`config.mk`:
```
export PLATFORM = sky130hd
export DESIGN_NAME = vsa_cmp_unit
export DESIGN_NICKNAME = d
export VERILOG_FILES = /design/src/rtl/core/vsa_pkg.sv /design/src/rtl/core/vsa_cmp_unit.sv
export SDC_FILE = /design/constraint.sdc
export NUM_CORES = 1
export LEC_CHECK = 0
export ABC_CLOCK_PERIOD_IN_PS = 1880
export BUFFER_PORTS_ARGS = -buffer_cell sky130_fd_sc_hd__buf_4
export CAP_MARGIN = 15
export CORE_MARGIN = 5
export CORE_UTILIZATION = 33
export DETAILED_ROUTE_END_ITERATION = 16
export MAX_ROUTING_LAYER = met4
export PLACE_DENSITY = 0.76
export SYNTH_ARGS = -nofsm -noshare
export SYNTH_HDL_FRONTEND = slang
export SYNTH_SLANG_ARGS = --single-unit
```
`constraint.sdc`:
```
create_clock -name vclk -period 1.88
set_input_delay 0.188 -clock vclk [all_inputs]
set_output_delay 0.188 -clock vclk [all_outputs]
set_load 0.03 [all_outputs]
```
`src/rtl/core/vsa_pkg.sv`:
```
package vsa_pkg;

    // fixed field widths
    localparam int CMD_W  = 3;
    localparam int IDX_W  = 7;
    localparam int PRIO_W = 4;
    localparam int ENT_W  = 11;
    localparam int CHAN_W = 9;
    localparam int TIME_W = 32;
    localparam int KIND_W = 2;
    localparam int CFG_W  = 8;

    // slots_in_use after reset
    localparam logic [CFG_W-1:0] CFG_RESET = 8'd128;

    // command codes
    localparam logic [CMD_W-1:0] CMD_ALLOC    = 3'd0;
    localparam logic [CMD_W-1:0] CMD_LOCK     = 3'd1;
    localparam logic [CMD_W-1:0] CMD_UNLOCK   = 3'd2;
    localparam logic [CMD_W-1:0] CMD_RELEASE  = 3'd3;
    localparam logic [CMD_W-1:0] CMD_STOP_ALL = 3'd4;

    // grant kinds
    localparam logic [KIND_W-1:0] KIND_MATCH = 2'd0;
    localparam logic [KIND_W-1:0] KIND_EMPTY = 2'd1;
    localparam logic [KIND_W-1:0] KIND_STEAL = 2'd2;
    localparam logic [KIND_W-1:0] KIND_NONE  = 2'd3;

    typedef struct packed {
        logic [PRIO_W-1:0] prio;
        logic [TIME_W-1:0] last_use;
        logic [ENT_W-1:0]  entity;
        logic [CHAN_W-1:0] channel;
    } slot_data_t;

    typedef struct packed {
        logic       active;
        logic       locked;
        slot_data_t data;
    } slot_rec_t;

    // write-side operations on the slot store
    typedef struct packed {
        logic wr_en;
        logic kill_en;
        logic lk_en;
        logic lk_val;
    } store_op_t;

    // verdict of the compare unit on one slot
    typedef struct packed {
        logic is_empty;
        logic is_weaker;
        logic is_match;
    } cmp_res_t;

    typedef enum logic [2:0] {
        ST_IDLE,
        ST_SCAN,
        ST_RELEASE,
        ST_SWEEP,
        ST_DONE
    } state_t;

    // contents of a killed slot
    localparam slot_data_t KILL_DATA = '{prio: '0, last_use: '0, entity: '1, channel: '1};

endpackage

```
`src/rtl/core/vsa_cmp_unit.sv`:
```
module vsa_cmp_unit (
    input  vsa_pkg::slot_rec_t                rec,
    input  logic [vsa_pkg::PRIO_W-1:0]        best_prio,
    input  logic [vsa_pkg::TIME_W-1:0]        best_time,
    input  logic [vsa_pkg::ENT_W-1:0]         req_entity,
    input  logic [vsa_pkg::CHAN_W-1:0]        req_channel,
    output vsa_pkg::cmp_res_t                 res
);

    logic prio_lt;
    logic prio_eq;
    logic time_lt;

    assign prio_lt = rec.data.prio < best_prio;
    assign prio_eq = rec.data.prio == best_prio;
    assign time_lt = rec.data.last_use < best_time;

    // one slot against the running weakest and the request owner
    always_comb begin
        res.is_empty  = !rec.locked && !rec.active;
        res.is_weaker = !rec.locked && (prio_lt || (prio_eq && time_lt));
        res.is_match  = !rec.locked && (rec.data.entity == req_entity)
                        && (rec.data.channel == req_channel) && (req_channel != '0);
    end

endmodule

```
# After elaboration in Yosys (flattened, before gate mapping)
# Cells that the tools add are included.
# totals
regBits	0
# op_classes
n_reduce_logical	10
order_cmp	2
n_eq_ne	3
# ops
cell	n
less-than comparator 32 bit	1
equality test 11 bit	1
equality test 9 bit	1
nonzero test 9 bit	1
logical AND 1 bit	6
equality test 4 bit	1
less-than comparator 4 bit	1
zero test 1 bit	2
logical OR 1 bit	1

# Depth between registers and ports, before layout
# Gate-level depths: netlist (run 1).
# depth
depth_word	4
depth_mapped	7

# Worst setup path after synthesis (run 1)
# No wires, ideal clock.
# synth_timing
kind	input to output
from	input best_time[15] (netlist name)
to	output res[1] (netlist name)
path_stages	7
setup_slack_ns	0.085
t_required_ns	1.692
t_arrival_ns	1.607
path_cell_list	inv_1 > ha_1 > nand4_1 > or3_1 > o31ai_1 > o311ai_1 > a31o_1
# synth_lines
element	line_no	rtl
start: declaration	vsa_cmp_unit.sv:4	input logic [vsa_pkg::TIME_W-1:0] best_time,
end: declaration	vsa_cmp_unit.sv:7	output vsa_pkg::cmp_res_t res

==> results.json, run 1 <==
{
  "fin_crit_sh_pct": 101.8,
  "violations": "negative setup slack",
  "max_freq_mhz": 522.7,
  "synth_area_per_cell_um2": 7.393,
  "drive_gt1_share_pct": 55.23,
  "p_clk_share_pct": 0,
  "yosys-top-cells-area": "ha_1 (38%), inv_1 (12%), xor2_1 (10%)",
  "end_kind": "output pin",
  "fin_ws_ns": -0.03304,
  "yosys.cell_types.count": 27,
  "synth_area_um2": 1139,
  "maxSlewViolCount": 0,
  "synth_most_common_cell": "inv_1",
  "first_iter_violations": 19,
  "die_h_um": 68.74,
  "synth_top_area_share_pct": 38.46,
  "clkbuf_count": 0,
  "placementRows": 21,
  "synth_warnings": 0,
  "grt_max_degree": 5,
  "pin_count": 117,
  "vias_per_cell": 4.693,
  "grt_usage_pct": 16.51,
  "wl_mm": 4.240,
  "max_slew_margin_pct": 79.88,
  "syn-num-nets": 303,
  "setup-violations-final": 1,
  "vias": 1516,
  "yosys.area.top_type": "ha_1",
  "seqPwrFrac_pct": 0,
  "hp-class": "input pin to output pin",
  "synth-seq-area-share_pct": 0,
  "worst_ir_drop_vdd_uv": 87.85,
  "post_drt_wl_per_cell_um": 13.13,
  "fin_nets": 428,
  "hold_buffers": 0,
  "grt_overflow": 0,
  "slowest_stage": "or3_1",
  "synth_common_cells": "inv_1 (36), ha_1 (35), xor2_1 (13)",
  "pwr-share-comb_pct": 100.0,
  "critPathMaxStageDelay_ns": 0.37,
  "swShare_pct": 38.40,
  "critPathBufInv": 2,
  "tightest_slew_ns": 0.2991,
  "crit_chain": "buf_4 -> ha_4 -> nand4_1 -> or3_1 -> o31ai_2 -> o311ai_1 -> a31o_1 -> buf_6",
  "final_area_um2": 2370,
  "drtAntennaViolNets": 0,
  "p_per_area_nw_per_um2": 205.6,
  "final_util_pct": 71.02,
  "post_dp_cell_area_um2": 2097,
  "regArea_um2": 0,
  "start_util_pct": 34.12,
  "coreArea_um2": 3337,
  "path_delay_family": "compound AO/OA/AOI/OAI gates",
  "route.detailed.drc": 0,
  "final_hold_viol_count": 0,
  "status": "finished, violations left",
  "die_area_um2": 4725,
  "dp_cells": 320,
  "hold_slack_ns": 0.6377,
  "crit_type": "input pin to output pin",
  "place.gp.congestion": 0.8148,
  "intPower_mw": 0.3001,
  "fp.dieW_um": 68.74,
  "cp_data_arrival_time_ns": 1.73,
  "fin_cells": 323,
  "nFlopsAndLatches": 0,
  "critPathMaxFanout": 2,
  "io_buffer_count": 117,
  "grt_pass1_wl_mm": 6.009,
  "antenna_found_initial": 0,
  "drt-pass1-iter-count": 2,
  "grt_pass1_vias": 1511,
  "leakagePower_nw": 1.250,
  "syn_to_final_growth_pct": 108.1,
  "tns_ns": -0.03304,
  "rsz0062_at_grt": "true",
  "p_switching_mw": 0.1871,
  "synthCells": 154,
  "crit_path_start_kind": "input pin",
  "fin_crit_ns": 1.913,
  "antennaDiodeCount": 0,
  "dp_hpwl_mm": 3.632,
  "required_ns": 1.69,
  "max_cap_viol_count": 0
}
final cells by class:
| type | instances | area [um2] |
|---|---|---|
| tap | 46 | 57.56 |
| fill | 284 | 967.2 |
| multi-input combinational | 118 | 1195 |
| inverter | 36 | 145.1 |
| timing repair buffer | 123 | 972.2 |
power by group through the flow:
stage                     sequential (mW)  clock (mW)  combinational (mW)
after floorplan                         0           0               0.169
after global placement                  0           0               0.401
after detailed placement                0           0               0.406
after CTS                               0           0               0.461
after global routing                    0           0               0.540
final                                   0           0               0.487
through the flow:
stage,setup WS (ns),power [mW]
2_1_floorplan,0.08532,0.1695
3_3_place_gp,-0.1027,0.4012
3_5_place_dp,-0.1625,0.4064
4_1_cts,-0.04236,0.4615
5_1_grt,-0.09218,0.5399
6_report,-0.03304,0.4872
cell usage in the layout, fill, tap and decap left out:
cell and count:
o31ai_2 1, nor2_1 3, nand3_1 4, o311ai_1 1
a21oi_1 11, nand4_1 7, o21bai_1 1, xor2_1 13
inv_4 4, buf_6 13, a211oi_1 2, a2111oi_2 1
o21ai_1 1, inv_1 25, ha_4 12, a311oi_1 1
a2111oi_4 1, ha_1 23, nand2_1 6, xnor2_1 7
o21a_1 1, and4_1 1, a21oi_2 1, nand4b_1 1
inv_2 7, a21o_1 4, nor3_1 2, a211oi_2 1
nand2b_1 1, or3_1 2, o21ai_0 2, buf_4 110
a31o_1 1, nor4_4 1, o21ai_2 1, nor4_1 4
worst paths after layout:
check | from | end | slack, ns | cells past startpoint
setup / recovery | rec[33] | res[1] | -0.03 | 8
hold / removal | rec[57] | res[2] | 0.64 | 3
logic make-up after synthesis:
family / count (synthesis) / share of synthesized area (%)
compound gates: 31 / 17.58
xor+xnor: 20 / 15.38
fa+ha+maj: 35 / 38.46
buf+inv: 36 / 11.87
simple gates: 32 / 16.70
timing repair:
| item | CTS | global route |
|---|---|---|
| pin swaps | 12 | 9 |
| cloned | 0 | 0 |
| setup endpoints to repair | 1 | 1 |
| buffers inserted | 3 | 0 |
| gates resized for setup | 34 | 16 |
per-layer routing:
| layer | share of wire, % | up-vias | global-route usage (%) |
|---|---|---|---|
| met2 | 58 | 48 | 33.49 |
| met1 | 36 | 676 | 17.60 |
| li1 | - | 790 | - |
| met4 | 0.50 | 0 | 2.433 |
| met3 | 5.8 | 2 | 0.9724 |
| met5 | 0 | - | - |
(Power assumes the default switching activity.)
==> inputs of run 2 (changes only) <==
Settings changed: ABC_CLOCK_PERIOD_IN_PS 1880 to 1500, PLACE_DENSITY 0.76 to 0.79.
Clock period 1.88 ns to 1.5 ns, I/O delays scaled along.
==> run 2 against run 1 <==
The run still ends with negative setup slack left. First-iteration DRC count up 110%. Setup slack worse by 0.28 ns. Wire length shrank 6.5%. Hold slack got worse by 0.079 ns. Power grew 18%. Global-route usage shrank 1.4 points. Cell count unchanged. Via count fell by 3.3%. Non-clock buffer count did not move. Utilization decreased by 2.2 points. Sequential share of layout area did not move. Clock-buffer cell count unchanged. Largest cell class unchanged.
==> results.json, run 2 (same netlist as run 1, synthesis figures left out) <==
{
  "pin_count": 117,
  "wl_mm": 3.966,
  "crit_path_start_kind": "input pin",
  "post_drt_wl_per_cell_um": 12.28,
  "die_area_um2": 4725,
  "drive_gt1_share_pct": 54.51,
  "wl_met1_mm": 1.500,
  "final_cell_mix": "buf_4 (121), inv_1 (27), ha_1 (24), xor2_1 (13), a21oi_1 (12)",
  "post_dp_cell_area_um2": 2213,
  "fin_ws_ns": -0.3152,
  "dr_wl_met2_mm": 2.219,
  "dr_wl_met3_um": 227,
  "coreArea_um2": 3337,
  "antennaDiodeCount": 0,
  "p_total_mw": 0.5732,
  "fin_crit_ns": 1.815,
  "critPathMaxFanout": 2,
  "vias_per_cell": 4.539,
  "p_per_area_nw_per_um2": 249.5,
  "clkbuf_count": 0,
  "required_ns": 1.35,
  "fin_crit_sh_pct": 121.0,
  "grt_pass1_wl_mm": 5.499,
  "end_kind": "output pin",
  "final_hold_viol_count": 0,
  "tightest_slew_ns": 0.3059,
  "vias": 1466,
  "placementRows": 21,
  "drtAntennaViolNets": 0,
  "die_h_um": 68.74,
  "fp.dieW_um": 68.74,
  "status": "finished, violations left",
  "cp_data_arrival_time_ns": 1.67,
  "antenna_found_initial": 0,
  "grt_max_degree": 4,
  "worst_ir_drop_vdd_uv": 104.8,
  "maxSlewViolCount": 0,
  "route.detailed.drc": 0,
  "max_cap_viol_count": 0,
  "violations": "negative setup slack",
  "crit_type": "input pin to output pin",
  "place.gp.congestion": 0.7597,
  "start_util_pct": 34.12,
  "setup-violations-final": 1,
  "multi_input_area_um2": 1174,
  "drt-pass1-iter-count": 4,
  "grt_pass1_vias": 1418,
  "syn_to_final_growth_pct": 101.8,
  "nFlopsAndLatches": 0,
  "worstHoldStart": "rec[57]",
  "regArea_um2": 0,
  "nFillCells": 299,
  "hold_buffers": 0,
  "final_area_um2": 2297,
  "startpoint": "rec[32]",
  "grt_usage_pct": 15.10,
  "leakagePower_nw": 1.237,
  "io_buffer_count": 117,
  "dp_hpwl_mm": 3.737,
  "fin_nets": 428,
  "dr.max_layer_used": "met4",
  "max_freq_mhz": 550.9,
  "first_iter_violations": 40,
  "rsz0062_at_grt": "true",
  "layout_commonest_cell": "buf_4",
  "grt_overflow": 0,
  "max_slew_margin_pct": 79.42,
  "hp-class": "input pin to output pin"
}
[run 2: what timing repair did]
action / 4_1_cts / 5_1_grt
setup buffers: 0 / 0
pin swaps: 5 / 3
resized for setup: 9 / 8
hold endpoints to repair: 0 / 0
setup endpoints to repair: 2 / 2
[run 2: layer usage]
metal / vias to the layer above / global-route usage, %
met2: 46 / 29.68
met1: 629 / 17.60
met5: - / -
met4: 0 / 0.7299
met3: 2 / 0.6483
li1: 789 / -
[run 2: worst max-delay path, cell delays in order]
cell,delay [ns]
buf_4,0.11
ha_1,0.27
nand4_1,0.11
or3_1,0.37
o31ai_2,0.19
o311ai_1,0.11
a31o_2,0.22
buf_6,0.13
[run 2: area by class of cell]
class                           instances  share of cell area, %
Inverter                               36                  5.882
Tap cell                               46                  2.505
Multi-Input combinational cell        118                  51.09
Timing Repair Buffer                  123                  40.52
[run 2: through the flow]
step                      TNS, ns  hold WS [ns]  cells  setup slack, ns  util, %
after floorplan           -0.1341        0.4073    154          -0.1341        -
after CTS                 -0.3264        0.5597    323          -0.3264    67.79
after detailed placement  -0.4669        0.5597    323          -0.4486    66.33
final                     -0.3152        0.5587    323          -0.3152    68.84
after global placement    -0.4295        0.5566    323          -0.4295    66.33
after global routing      -0.4776        0.5763    323          -0.3950    68.84
[run 2: final timing paths]
| check | end | slack [ns] | cells past startpoint |
|---|---|---|---|
| hold / removal | res[2] | 0.56 | 3 |
| setup / recovery | res[1] | -0.32 | 8 |
[run 2: where the power goes]
| group | internal, mW | switching, mW | leakage [nW] |
|---|---|---|---|
| registers | 0 | 0 | 0 |
| clock network | 0 | 0 | 0 |
| logic | 0.355 | 0.219 | 1.24 |
| total | 0.355 | 0.219 | 1.24 |
